**src/hw/rtl/bytes_to_radix_digits_encoder_top_assert.svh**
```systemverilog
// assertion macros for the radix digit encoder
`ifndef BYTES_TO_RADIX_DIGITS_ENCODER_TOP_ASSERT_SVH
`define BYTES_TO_RADIX_DIGITS_ENCODER_TOP_ASSERT_SVH

// same-cycle implication, checked outside reset
`define BDRE_ASSERT_IMPL(lbl, ante, cons) \
    lbl: assert property (@(posedge clk) disable iff (!rst_n) (ante) |-> (cons)) \
        else $error("bdre assertion failed");

// next-cycle implication, checked outside reset
`define BDRE_ASSERT_NEXT(lbl, ante, cons) \
    lbl: assert property (@(posedge clk) disable iff (!rst_n) (ante) |=> (cons)) \
        else $error("bdre assertion failed");

`endif

```
**src/hw/rtl/bdre_pkg.sv**
```systemverilog
// shared types, codes and alphabet lookup for the radix digit encoder
`default_nettype none
package bdre_pkg;

    localparam logic [1:0] BASE_BIN = 2'd0;
    localparam logic [1:0] BASE_DEC = 2'd1;

    localparam logic [1:0] ST_OK      = 2'd0;
    localparam logic [1:0] ST_TOO_LONG = 2'd1;
    localparam logic [1:0] ST_TOO_MANY = 2'd2;

    localparam logic [0:0] REG_BASE_SELECT   = 1'b0;
    localparam logic [0:0] REG_OUTPUT_LENGTH = 1'b1;

    localparam logic [6:0] CHAR_ZERO = 7'h30;

    localparam logic [6:0] C32_ALPHA [32] = '{
        7'h31, 7'h33, 7'h34, 7'h35, 7'h36, 7'h37, 7'h38, 7'h39,
        7'h41, 7'h42, 7'h43, 7'h44, 7'h45, 7'h46, 7'h47, 7'h48,
        7'h49, 7'h4A, 7'h4B, 7'h4D, 7'h4E, 7'h4F, 7'h50, 7'h51,
        7'h52, 7'h53, 7'h54, 7'h55, 7'h57, 7'h58, 7'h59, 7'h5A
    };

    typedef struct packed {
        logic en;
        logic clr;
    } cell_ctl_t;

    function automatic logic [6:0] alpha_char(input logic [1:0] base_sel,
                                              input logic [4:0] digit);
        logic [6:0] ch;
        case (base_sel)
            BASE_BIN: ch = CHAR_ZERO + {2'b00, digit};
            BASE_DEC: ch = CHAR_ZERO + {2'b00, digit};
            default:  ch = C32_ALPHA[digit];
        endcase
        return ch;
    endfunction

endpackage
`default_nettype wire

```
**src/hw/rtl/bdre_cell.sv**
```systemverilog
// one storage cell of a shift chain, loads from its neighbor when enabled
`default_nettype none
module bdre_cell #(
    parameter int W = 8
) (
    input  wire logic                 clk,
    input  wire bdre_pkg::cell_ctl_t  ctl,
    input  wire logic [W-1:0]         d,
    output logic [W-1:0]              q
);

    logic [W-1:0] val_reg;
    logic [W-1:0] val_next;

    always_comb
    begin
        val_next = val_reg;
        if (ctl.en)
        begin
            val_next = ctl.clr ? '0 : d;
        end
    end

    always_ff @(posedge clk)
    begin
        val_reg <= val_next;
    end

    assign q = val_reg;

endmodule
`default_nettype wire

```
**src/hw/rtl/bdre_div_unit.sv**
```systemverilog
// one long-division step: (rem * 256 + byte) divided by 2, 10 or 32
`default_nettype none
module bdre_div_unit (
    input  wire logic [1:0] base_sel,
    input  wire logic [4:0] rem_in,
    input  wire logic [7:0] byte_in,
    output logic [7:0]      quo,
    output logic [4:0]      rem_out
);

    logic [12:0] cur;
    logic [26:0] prod;
    logic [7:0]  q10;
    logic [12:0] diff10;

    assign cur = {rem_in, byte_in};
    // reciprocal of ten scaled by 2^16, exact for cur below 2560
    assign prod   = {14'd0, cur} * 27'd6554;
    assign q10    = prod[23:16];
    assign diff10 = cur - ({5'd0, q10} * 13'd10);

    always_comb
    begin
        case (base_sel)
            bdre_pkg::BASE_BIN:
            begin
                quo     = cur[8:1];
                rem_out = {4'd0, cur[0]};
            end
            bdre_pkg::BASE_DEC:
            begin
                quo     = q10;
                rem_out = diff10[4:0];
            end
            default:
            begin
                quo     = cur[12:5];
                rem_out = cur[4:0];
            end
        endcase
    end

endmodule
`default_nettype wire

```
**src/hw/rtl/bytes_to_radix_digits_encoder_top.sv**
```systemverilog
// top level of the byte string to radix digit encoder
//
//  channel  | direction | handshake          | payload
//  s_*      | in        | s_tvalid/s_tready  | s_tdata in_byte, s_tlast last_byte
//  m_*      | out       | m_tvalid/m_tready  | m_tdata out_char, status; m_tlast last_out
//  cfg_*    | in        | cfg_valid/cfg_ready| cfg_index, cfg_data
//
// bytes load one per cycle into a chain of BUFFER_BYTES byte cells.
// the final byte starts division passes unless the input is all zero or too long: each
// pass rotates the whole chain through the divider and yields one digit, then the
// characters of the clamped output length are emitted. input is held off during
// division, emission and error reporting; the output register absorbs stalls.
// reset is asynchronous active low; the byte and digit cells need no reset.
`default_nettype none
module bytes_to_radix_digits_encoder_top #(
    parameter int BUFFER_BYTES = 64
) (
    input  wire logic        clk,
    input  wire logic        rst_n,
    input  wire logic        s_tvalid,
    output logic             s_tready,
    input  wire logic [7:0]  s_tdata,   // [7:0] in_byte
    input  wire logic        s_tlast,
    output logic             m_tvalid,
    input  wire logic        m_tready,
    output logic [15:0]      m_tdata,   // [6:0] out_char, [8:7] status, rest zero
    output logic             m_tlast,
    input  wire logic        cfg_valid,
    output logic             cfg_ready,
    input  wire logic [0:0]  cfg_index,
    input  wire logic [6:0]  cfg_data
);

    localparam int PW = $clog2(BUFFER_BYTES);
    localparam int CW = $clog2(BUFFER_BYTES + 1);

    localparam logic [1:0] S_LOAD = 2'd0;
    localparam logic [1:0] S_DIV  = 2'd1;
    localparam logic [1:0] S_EMIT = 2'd2;
    localparam logic [1:0] S_ERR  = 2'd3;

    logic [1:0]    state_reg, state_next;
    logic [CW-1:0] byte_cnt_reg, byte_cnt_next;
    logic          overlong_reg, overlong_next;
    logic          nz_reg, nz_next;
    logic [PW-1:0] pos_reg, pos_next;
    logic [4:0]    rem_reg, rem_next;
    logic          qnz_reg, qnz_next;
    logic [CW-1:0] dcnt_reg, dcnt_next;
    logic [CW-1:0] idx_reg, idx_next;
    logic [1:0]    err_reg, err_next;
    logic [1:0]    base_reg, base_next;
    logic [6:0]    olen_reg, olen_next;
    logic          out_valid_reg, out_valid_next;
    logic [6:0]    out_char_reg, out_char_next;
    logic [1:0]    out_status_reg, out_status_next;
    logic          out_last_reg, out_last_next;

    logic [7:0]    bytes [BUFFER_BYTES];
    logic [4:0]    digs  [BUFFER_BYTES];
    logic [7:0]    quo;
    logic [4:0]    rem_out;
    logic [CW-1:0] len_eff;
    logic [CW-1:0] pad;
    logic          in_xfer, full, out_load, last_pass, push, pop;
    bdre_pkg::cell_ctl_t byte_ctl, byte_top_ctl, dig_ctl;

    assign s_tready  = (state_reg == S_LOAD);
    assign cfg_ready = 1'b1;
    assign in_xfer   = s_tvalid && s_tready;
    assign full      = (byte_cnt_reg == CW'(BUFFER_BYTES));
    assign out_load  = !out_valid_reg || m_tready;
    assign last_pass = (pos_reg == PW'(BUFFER_BYTES - 1));

    always_comb
    begin
        if (olen_reg == 7'd0)
            len_eff = CW'(1);
        else if ({1'b0, olen_reg} > 8'(BUFFER_BYTES))
            len_eff = CW'(BUFFER_BYTES);
        else
            len_eff = CW'(olen_reg);
    end

    assign pad = len_eff - dcnt_reg;

    bdre_div_unit u_div (
        .base_sel (base_reg),
        .rem_in   (rem_reg),
        .byte_in  (bytes[0]),
        .quo      (quo),
        .rem_out  (rem_out)
    );

    // byte chain shifts toward cell 0; new bytes and quotients enter at the top
    assign byte_ctl     = {(in_xfer && !full) || (state_reg == S_DIV),
                           in_xfer && (byte_cnt_reg == '0)};
    assign byte_top_ctl = {byte_ctl.en, 1'b0};

    genvar k;
    generate
        for (k = 0; k < BUFFER_BYTES; k++)
        begin : g_byte
            if (k == BUFFER_BYTES - 1)
            begin : g_top
                bdre_cell #(.W(8)) u_cell (
                    .clk (clk),
                    .ctl (byte_top_ctl),
                    .d   ((state_reg == S_DIV) ? quo : s_tdata),
                    .q   (bytes[k])
                );
            end
            else
            begin : g_mid
                bdre_cell #(.W(8)) u_cell (
                    .clk (clk),
                    .ctl (byte_ctl),
                    .d   (bytes[k+1]),
                    .q   (bytes[k])
                );
            end
        end
    endgenerate

    // digit chain: push at cell 0 while dividing (msd ends at cell 0), pop from cell 0
    assign push = (state_reg == S_DIV) && last_pass && (dcnt_reg != len_eff);
    assign pop  = (state_reg == S_EMIT) && out_load && (idx_reg >= pad);
    assign dig_ctl = {push || pop, 1'b0};

    generate
        for (k = 0; k < BUFFER_BYTES; k++)
        begin : g_dig
            logic [4:0] d_in;
            if (k == 0)
            begin : g_first
                assign d_in = push ? rem_out : digs[1 % BUFFER_BYTES];
            end
            else if (k == BUFFER_BYTES - 1)
            begin : g_last
                assign d_in = push ? digs[k-1] : 5'd0;
            end
            else
            begin : g_mid
                assign d_in = push ? digs[k-1] : digs[k+1];
            end
            bdre_cell #(.W(5)) u_cell (
                .clk (clk),
                .ctl (dig_ctl),
                .d   (d_in),
                .q   (digs[k])
            );
        end
    endgenerate

    always_comb
    begin
        state_next      = state_reg;
        byte_cnt_next   = byte_cnt_reg;
        overlong_next   = overlong_reg;
        nz_next         = nz_reg;
        pos_next        = pos_reg;
        rem_next        = rem_reg;
        qnz_next        = qnz_reg;
        dcnt_next       = dcnt_reg;
        idx_next        = idx_reg;
        err_next        = err_reg;
        base_next       = base_reg;
        olen_next       = olen_reg;
        out_valid_next  = out_valid_reg && !m_tready;
        out_char_next   = out_char_reg;
        out_status_next = out_status_reg;
        out_last_next   = out_last_reg;

        if (cfg_valid && cfg_ready)
        begin
            case (cfg_index)
                bdre_pkg::REG_BASE_SELECT:   base_next = cfg_data[1:0];
                bdre_pkg::REG_OUTPUT_LENGTH: olen_next = cfg_data;
                default: ;
            endcase
        end

        case (state_reg)
            S_LOAD:
            begin
                if (in_xfer)
                begin
                    if (full)
                    begin
                        overlong_next = 1'b1;
                    end
                    else
                    begin
                        byte_cnt_next = byte_cnt_reg + CW'(1);
                        nz_next = ((byte_cnt_reg == '0) ? 1'b0 : nz_reg) || (s_tdata != 8'd0);
                    end
                    if (s_tlast)
                    begin
                        byte_cnt_next = '0;
                        overlong_next = 1'b0;
                        pos_next      = '0;
                        rem_next      = 5'd0;
                        qnz_next      = 1'b0;
                        dcnt_next     = '0;
                        idx_next      = '0;
                        if (overlong_reg || full)
                        begin
                            err_next   = bdre_pkg::ST_TOO_LONG;
                            state_next = S_ERR;
                        end
                        else if (nz_next)
                            state_next = S_DIV;
                        else
                            state_next = S_EMIT;
                    end
                end
            end
            S_DIV:
            begin
                if (last_pass)
                begin
                    if (dcnt_reg == len_eff)
                    begin
                        err_next   = bdre_pkg::ST_TOO_MANY;
                        state_next = S_ERR;
                    end
                    else
                    begin
                        dcnt_next = dcnt_reg + CW'(1);
                        pos_next  = '0;
                        rem_next  = 5'd0;
                        qnz_next  = 1'b0;
                        // quotient all zero: the number is exhausted
                        if (!(qnz_reg || (quo != 8'd0)))
                            state_next = S_EMIT;
                    end
                end
                else
                begin
                    pos_next = pos_reg + PW'(1);
                    rem_next = rem_out;
                    qnz_next = qnz_reg || (quo != 8'd0);
                end
            end
            S_EMIT:
            begin
                if (out_load)
                begin
                    out_valid_next  = 1'b1;
                    out_status_next = bdre_pkg::ST_OK;
                    out_char_next   = bdre_pkg::alpha_char(base_reg,
                                          (idx_reg < pad) ? 5'd0 : digs[0]);
                    out_last_next   = (idx_reg == len_eff - CW'(1));
                    idx_next        = idx_reg + CW'(1);
                    if (idx_reg == len_eff - CW'(1))
                        state_next = S_LOAD;
                end
            end
            S_ERR:
            begin
                if (out_load)
                begin
                    out_valid_next  = 1'b1;
                    out_status_next = err_reg;
                    out_char_next   = 7'd0;
                    out_last_next   = 1'b1;
                    state_next      = S_LOAD;
                end
            end
            default:
            begin
                state_next = S_LOAD;
            end
        endcase
    end

    always_ff @(posedge clk or negedge rst_n)
    begin
        if (!rst_n)
        begin
            state_reg     <= S_LOAD;
            byte_cnt_reg  <= '0;
            overlong_reg  <= 1'b0;
            nz_reg        <= 1'b0;
            pos_reg       <= '0;
            rem_reg       <= 5'd0;
            qnz_reg       <= 1'b0;
            dcnt_reg      <= '0;
            idx_reg       <= '0;
            err_reg       <= bdre_pkg::ST_OK;
            base_reg      <= 2'd2;
            olen_reg      <= 7'd32;
            out_valid_reg <= 1'b0;
        end
        else
        begin
            state_reg     <= state_next;
            byte_cnt_reg  <= byte_cnt_next;
            overlong_reg  <= overlong_next;
            nz_reg        <= nz_next;
            pos_reg       <= pos_next;
            rem_reg       <= rem_next;
            qnz_reg       <= qnz_next;
            dcnt_reg      <= dcnt_next;
            idx_reg       <= idx_next;
            err_reg       <= err_next;
            base_reg      <= base_next;
            olen_reg      <= olen_next;
            out_valid_reg <= out_valid_next;
        end
    end

    always_ff @(posedge clk)
    begin
        out_char_reg   <= out_char_next;
        out_status_reg <= out_status_next;
        out_last_reg   <= out_last_next;
    end

    assign m_tvalid = out_valid_reg;
    assign m_tdata  = {7'd0, out_status_reg, out_char_reg};
    assign m_tlast  = out_last_reg;

`include "bytes_to_radix_digits_encoder_top_assert.svh"

    `BDRE_ASSERT_IMPL(a_no_input_while_dividing, state_reg == S_DIV, !s_tready)
    `BDRE_ASSERT_IMPL(a_digits_within_length, state_reg == S_EMIT, dcnt_reg <= len_eff)
    `BDRE_ASSERT_IMPL(a_error_is_last, m_tvalid && (m_tdata[8:7] != bdre_pkg::ST_OK), m_tlast)
    `BDRE_ASSERT_NEXT(a_error_then_load, (state_reg == S_ERR) && out_load, state_reg == S_LOAD)

endmodule
`default_nettype wire
```
**config.mk**
```make
export PLATFORM = sky130hd
export DESIGN_NAME = bytes_to_radix_digits_encoder_top
export DESIGN_NICKNAME = d
export VERILOG_FILES = /design/src/hw/rtl/bdre_pkg.sv /design/src/hw/rtl/bdre_cell.sv /design/src/hw/rtl/bdre_div_unit.sv /design/src/hw/rtl/bytes_to_radix_digits_encoder_top.sv
export VERILOG_INCLUDE_DIRS = /design/src /design/src/hw/rtl
export SDC_FILE = /design/constraint.sdc
export NUM_CORES = 1
export LEC_CHECK = 0
export BUFFER_PORTS_ARGS = -buffer_cell sky130_fd_sc_hd__buf_2
export CAP_MARGIN = 20
export CELL_PAD_IN_SITES_DETAIL_PLACEMENT = 0
export CELL_PAD_IN_SITES_GLOBAL_PLACEMENT = 1
export CORE_MARGIN = 2
export CORE_UTILIZATION = 45
export CTS_BUF_LIST = sky130_fd_sc_hd__clkbuf_8
export CTS_CLUSTER_DIAMETER = 40
export DETAILED_ROUTE_END_ITERATION = 8
export PLACE_DENSITY_LB_ADDON = 0.1
export RECOVER_POWER = 100
export SYNTH_ARGS = -nofsm -noshare
export SYNTH_HDL_FRONTEND = slang
export SYNTH_SLANG_ARGS = --single-unit
```
**constraint.sdc**
```tcl
create_clock -name clk -period 16.95 [get_ports clk]
set_input_delay 1.695 -clock clk [delete_from_list [all_inputs] [get_ports clk]]
set_output_delay 1.695 -clock clk [all_outputs]
set_load 0.005 [all_outputs]
```
; Yosys cells after proc, flatten, opt, wreduce, memory -nomap -nowiden
; Memories as Yosys holds them, arrays and structs flattened.
; Cells that the tools add are included.
[totals]
regBits = 891
latch_bits = 0
ram_bits = 0
romBits = 224
wordCells = 351
n_memories = 1
[mem_list]
columns = memory, words, width, read_ports, rd_clocked_by_memory_dff, write_ports, line
row1 = (name not given), 32, 7, 1, 0, 0, bdre_pkg.sv:35  ; default: ch = C32_ALPHA[digit];
[classes]
addsub = 8
mul = 2
div_mod_pow = 0
n_lt_le_gt_ge = 4
n_eq_ne = 21
shift = 0
muxes = 129
bitwise = 2
reduce_logical = 40
[ops]
columns = op, n
row1 = $mux 5, 68
row2 = $mux 7, 14
row3 = $pmux 7 s2, 3
row4 = $mux 2, 16
row5 = $mux 6, 4
row6 = $mul 13x12->23 const B, 1
row7 = $add 7x1->7 const B, 3
row8 = $pmux 5 s2, 2
row9 = $pmux 8 s2, 1
row10 = $reduce_bool 8->1, 2
row11 = $eq 7x7->1, 2
row12 = $logic_not 7->1, 2
row13 = $mux 1, 14
row14 = $pmux 6 s2, 1
row15 = $ne 2x1->1 const B, 5
row16 = $ne 2x2->1 const B, 5
row17 = $reduce_and 3->1, 3
row18 = $logic_and 1x1->1, 8
row19 = $mul 8x3->4 const B, 1
row20 = $mux 8, 1
row21 = $pmux 2 s2, 2
row22 = $pmux 2 s4, 1
row23 = $reduce_and 4->1, 2
row24 = $reduce_bool 2->1, 4
row25 = 26 further kinds, 41

; Depth between registers and ports, before layout
[logic_depth]
ltp_word = 13
ltp_mapped = 25

; Modules after synthesis
; A second synthesis with hierarchy kept.
[hier_totals]
hier_cells = 2819
hier_area_um2 = 41553.6
[by_module_without_submodules]
columns = module, n_inst, cells_each, area_each_um2, seq_area_each_um2
row1 = bdre_cell at g_byte[0].g_mid.u_cell ..., 64, 16, 290.3, 240.2
row2 = bdre_cell at g_dig[0].u_cell ..., 64, 10, 181.4, 150.1
row3 = bytes_to_radix_digits_encoder_top, 1, 810, 8265.4, 1529.0
row4 = bdre_div_unit, 1, 345, 3099.2, 0.0

; Worst setup path after synthesis
; Ideal clock, no wire load.
[synth_path]
path_kind = input-to-reg
startpoint = input s_tvalid
endpoint = register g_byte[0].g_mid.u_cell.val_reg[0] (enable)
arrival_ps = 10321
t_required_ps = 13292
setup_slack_ps = 2971
cell_stages = 4
path_cell_list = and2_1 > clkbuf_1 > nand2_1 > nand2_1
[synth_rtl]
columns = item, line
row1 = start: declaration, bytes_to_radix_digits_encoder_top.sv:20  ; input wire logic s_tvalid,
row2 = end signal: assignment, bdre_cell.sv:26  ; val_reg <= val_next;
row3 = end: declaration, bdre_cell.sv:12  ; logic [W-1:0] val_reg;

==> results.ini <==
[floorplan]
ios = 42
die_y_um = 300
fp-row-count = 108
die_w_um = 300
start_util_pct = 45.4
core_um2 = 86800
dieArea_um2 = 90000

[clock_tree]
cts_resized = 0
cts.sink_count = 891
cts_tree = done
cts.htree.levels = 4
cts_buffers = 159
ctsHoldBuffers = 0
clk_path_buf_depth = 3
clkLatencyLatePin_ns = 0.80
root_buffer = clkbuf_8
post_cts_buffers = 0
clk_pin_slew_ns = 0.06

[logic_synthesis]
yosysTopAreaCell = edfxtp_1
ys_seq_area_share_pct = 67.2
synth-simple-area-share_pct = 20.1
synth_seq_cells = 891
synth_edf_count = 842
synth_top_flop_cell = edfxtp_1
synth_compound_area_share_pct = 2.64
ys_warn_count = 0
async_reset_ff_share_pct = 5.50
netlist_area_um2 = 39400
synthAdderAreaFrac_pct = 5.79
syn_inst = 3232
synth_xor_xnor_area_share_pct = 0.901
synth_mux_area_share_pct = 0.473
synthTopCellsByArea = edfxtp_1 (64%), nand2_1 (9.6%), and2_1 (8.2%)
ys_types = 76
syn_area_per_cell_um2 = 12.2
synth_top_area_share_pct = 64.1
synth_top_family_by_area = simple AND/OR/NAND/NOR gates

[layout]
largest_register_ffs = 504
multi_input_area_um2 = 11800
fillers = 7769
final_common_cell = nand2_1
layout.cells.non_filler = 4562
areaGrowthSynthToFinish_pct = 10.4
final_cell_mix = nand2_1 (1005), edfxtp_1 (842), and2_0 (293), and2_1 (226), inv_1 (173)
seqCellArea_um2 = 26500
drive_gt1_share_pct = 7.22
fin_nets = 3473

[sta]
hold_viol_final = 0
layout_min_cycle_time_ns = 10.70
max_slew_margin_pct = -196
slew_violations = 1539
finalSetupTns_ns = 0
fmax_mhz = 93.5
period_share_pct = 63.1
fin_skew_ns = 0.0494
rsz0062_at_grt = no
setup_viol = 0
worst_slew_pin_slew_ns = 4.43
setup_slack_ns = 6.25

[global_routing]
first_global_vias = 22571
grt_max_degree = 330
grt_antenna_before_repair = 2
grtUsageTotal_pct = 15.9
gr-total-overflow = 0
grt_pass1_wl_um = 117000

[detailed_routing]
drt_wl_total_um = 70100
drcViolationCount = 0
vias_per_cell = 4.91
ant_nets = 0
via_count = 22393
firstDrtPassIters = 5
wl_per_cell_um = 15.4
dr.first_iter.drc_count = 1512

[critical_path]
crit_arrival_ns = 10.99
crit_chain = nor3_1 > a21oi_1 > or2_2 > ha_1 > inv_1 > or4_1 > nand3_1 > nand2_1 > clkbuf_1 > clkbuf_1
crit_type = flip-flop to flip-flop
slowest_stage = clkbuf_1
cp-start-kind = flip-flop
cp-end-kind = flip-flop
cp_max_fo = 75
critPathBufInv = 3
crit_path_frequent_cell = clkbuf_1
timing.rr.start = olen_reg[4]$_DFFE_PN0P_
required_ns = 17.24
critical-path-top-delay-family = simple AND/OR/NAND/NOR gates
cp_slowest_stage_delay_ns = 2.99
worstSetupStartpoint = olen_reg[4]$_DFFE_PN0P_

[run]
drv_cap = 20

[placement]
dp_hpwl_um = 39900
post-place-cells = 4287
preCtsSetupSlack_ns = 10.30
port_buffers = 33
gp_congestion = 0.819

[worst_hold_path]
min_path_type = flip-flop to flip-flop
holdCritStartpoint = g_byte[1].g_mid.u_cell.q[1]$_SDFFCE_PP0P_

[outcome]
outcome = finished with violations
violations = capacitance limit, slew limit

## worst paths after layout
| kind | endpoint | slack (ns) | cells after the start |
|---|---|---|---|
| min reg2reg | g_byte[0].g_mid.u_cell.q[1]$_SDFFCE_PP0P_ | 0.48 | 1 |
| max | g_dig[36].u_cell.q[2]$_DFFE_PP_ | 6.25 | 10 |
| max reg2reg | g_dig[36].u_cell.q[2]$_DFFE_PP_ | 6.25 | 10 |
| min | g_byte[0].g_mid.u_cell.q[1]$_SDFFCE_PP0P_ | 0.48 | 1 |
| max in group asynchronous | rem_reg[4]$_DFFE_PN0P_ | 13.29 | 2 |
| min in group asynchronous | base_reg[0]$_DFFE_PN0P_ | 1.95 | 2 |
## final cells by class
cell class	instances	area share (%)
Sequential cell	891	60.9
Multi-Input combinational cell	2065	27.1
Clock buffer	164	5.19
Tap cell	1155	3.32
Clock inverter	107	1.73
Inverter	125	1.08
Timing Repair Buffer	53	0.607
Antenna cell	2	0.0115
## stage by stage
stage               hold WS (ns)  utilization, %  area (um2)
floorplan                  0.457               -       39500
global placement           0.481            46.8       40600
detailed placement         0.489            46.8       40600
CTS                        0.485            50.3       43600
global route               0.505            50.2       43500
finish                     0.485            50.2       43500
## layer usage
| metal | up-vias | part of all wire, % | track usage (%) |
|---|---|---|---|
| met3 | 138 | 3.5 | 3.44 |
| met4 | 0 | 2.1 | 5.58 |
| met5 | - | 0 | 0 |
| li1 | 11006 | - | - |
| met2 | 292 | 44 | 23.3 |
| met1 | 10957 | 51 | 23.4 |
## Yosys cell counts (10+ instances only)
| cell | count |
|---|---|
| and2_1 | 518 |
| a21o_1 | 10 |
| fa_1 | 44 |
| dfrtp_1 | 47 |
| buf_2 | 12 |
| o21ai_0 | 45 |
| ha_1 | 112 |
| nor2b_1 | 16 |
| mux2_2 | 13 |
| and3_1 | 13 |
| nand3_1 | 17 |
| xor2_1 | 14 |
| nor3_1 | 14 |
| nand4_1 | 11 |
| inv_1 | 125 |
| nor2_1 | 45 |
| clkbuf_1 | 132 |
| a21oi_1 | 41 |
| nand2_1 | 1005 |
| edfxtp_1 | 842 |
| xnor2_1 | 24 |
## kinds of logic (layout without fill, tap and decap cells)
logic type	after synthesis	after routing
AOI/OAI and AO/OA	161	161
other	2	10
DFF	891	891
muxes	17	17
adders and majority gates	156	156
xor gates and xnor gates	39	39
buffers and inverters	282	449
and+or+nand+nor	1684	1684
## worst reg2reg max path: cells and delay by family, from the launching register on
family / cells / cell delay (ns)
AO/OA/AOI/OAI: 1 / 0.10
AND/OR/NAND/NOR: 5 / 5.41
buffers and inverters: 3 / 3.90
flip-flops: 1 / 0.43
adder cells (fa/ha/maj): 1 / 0.29
Power is left out: the tool's default activity adds up to more than one toggle a clock period on the data nets, which glitch-free logic cannot reach.
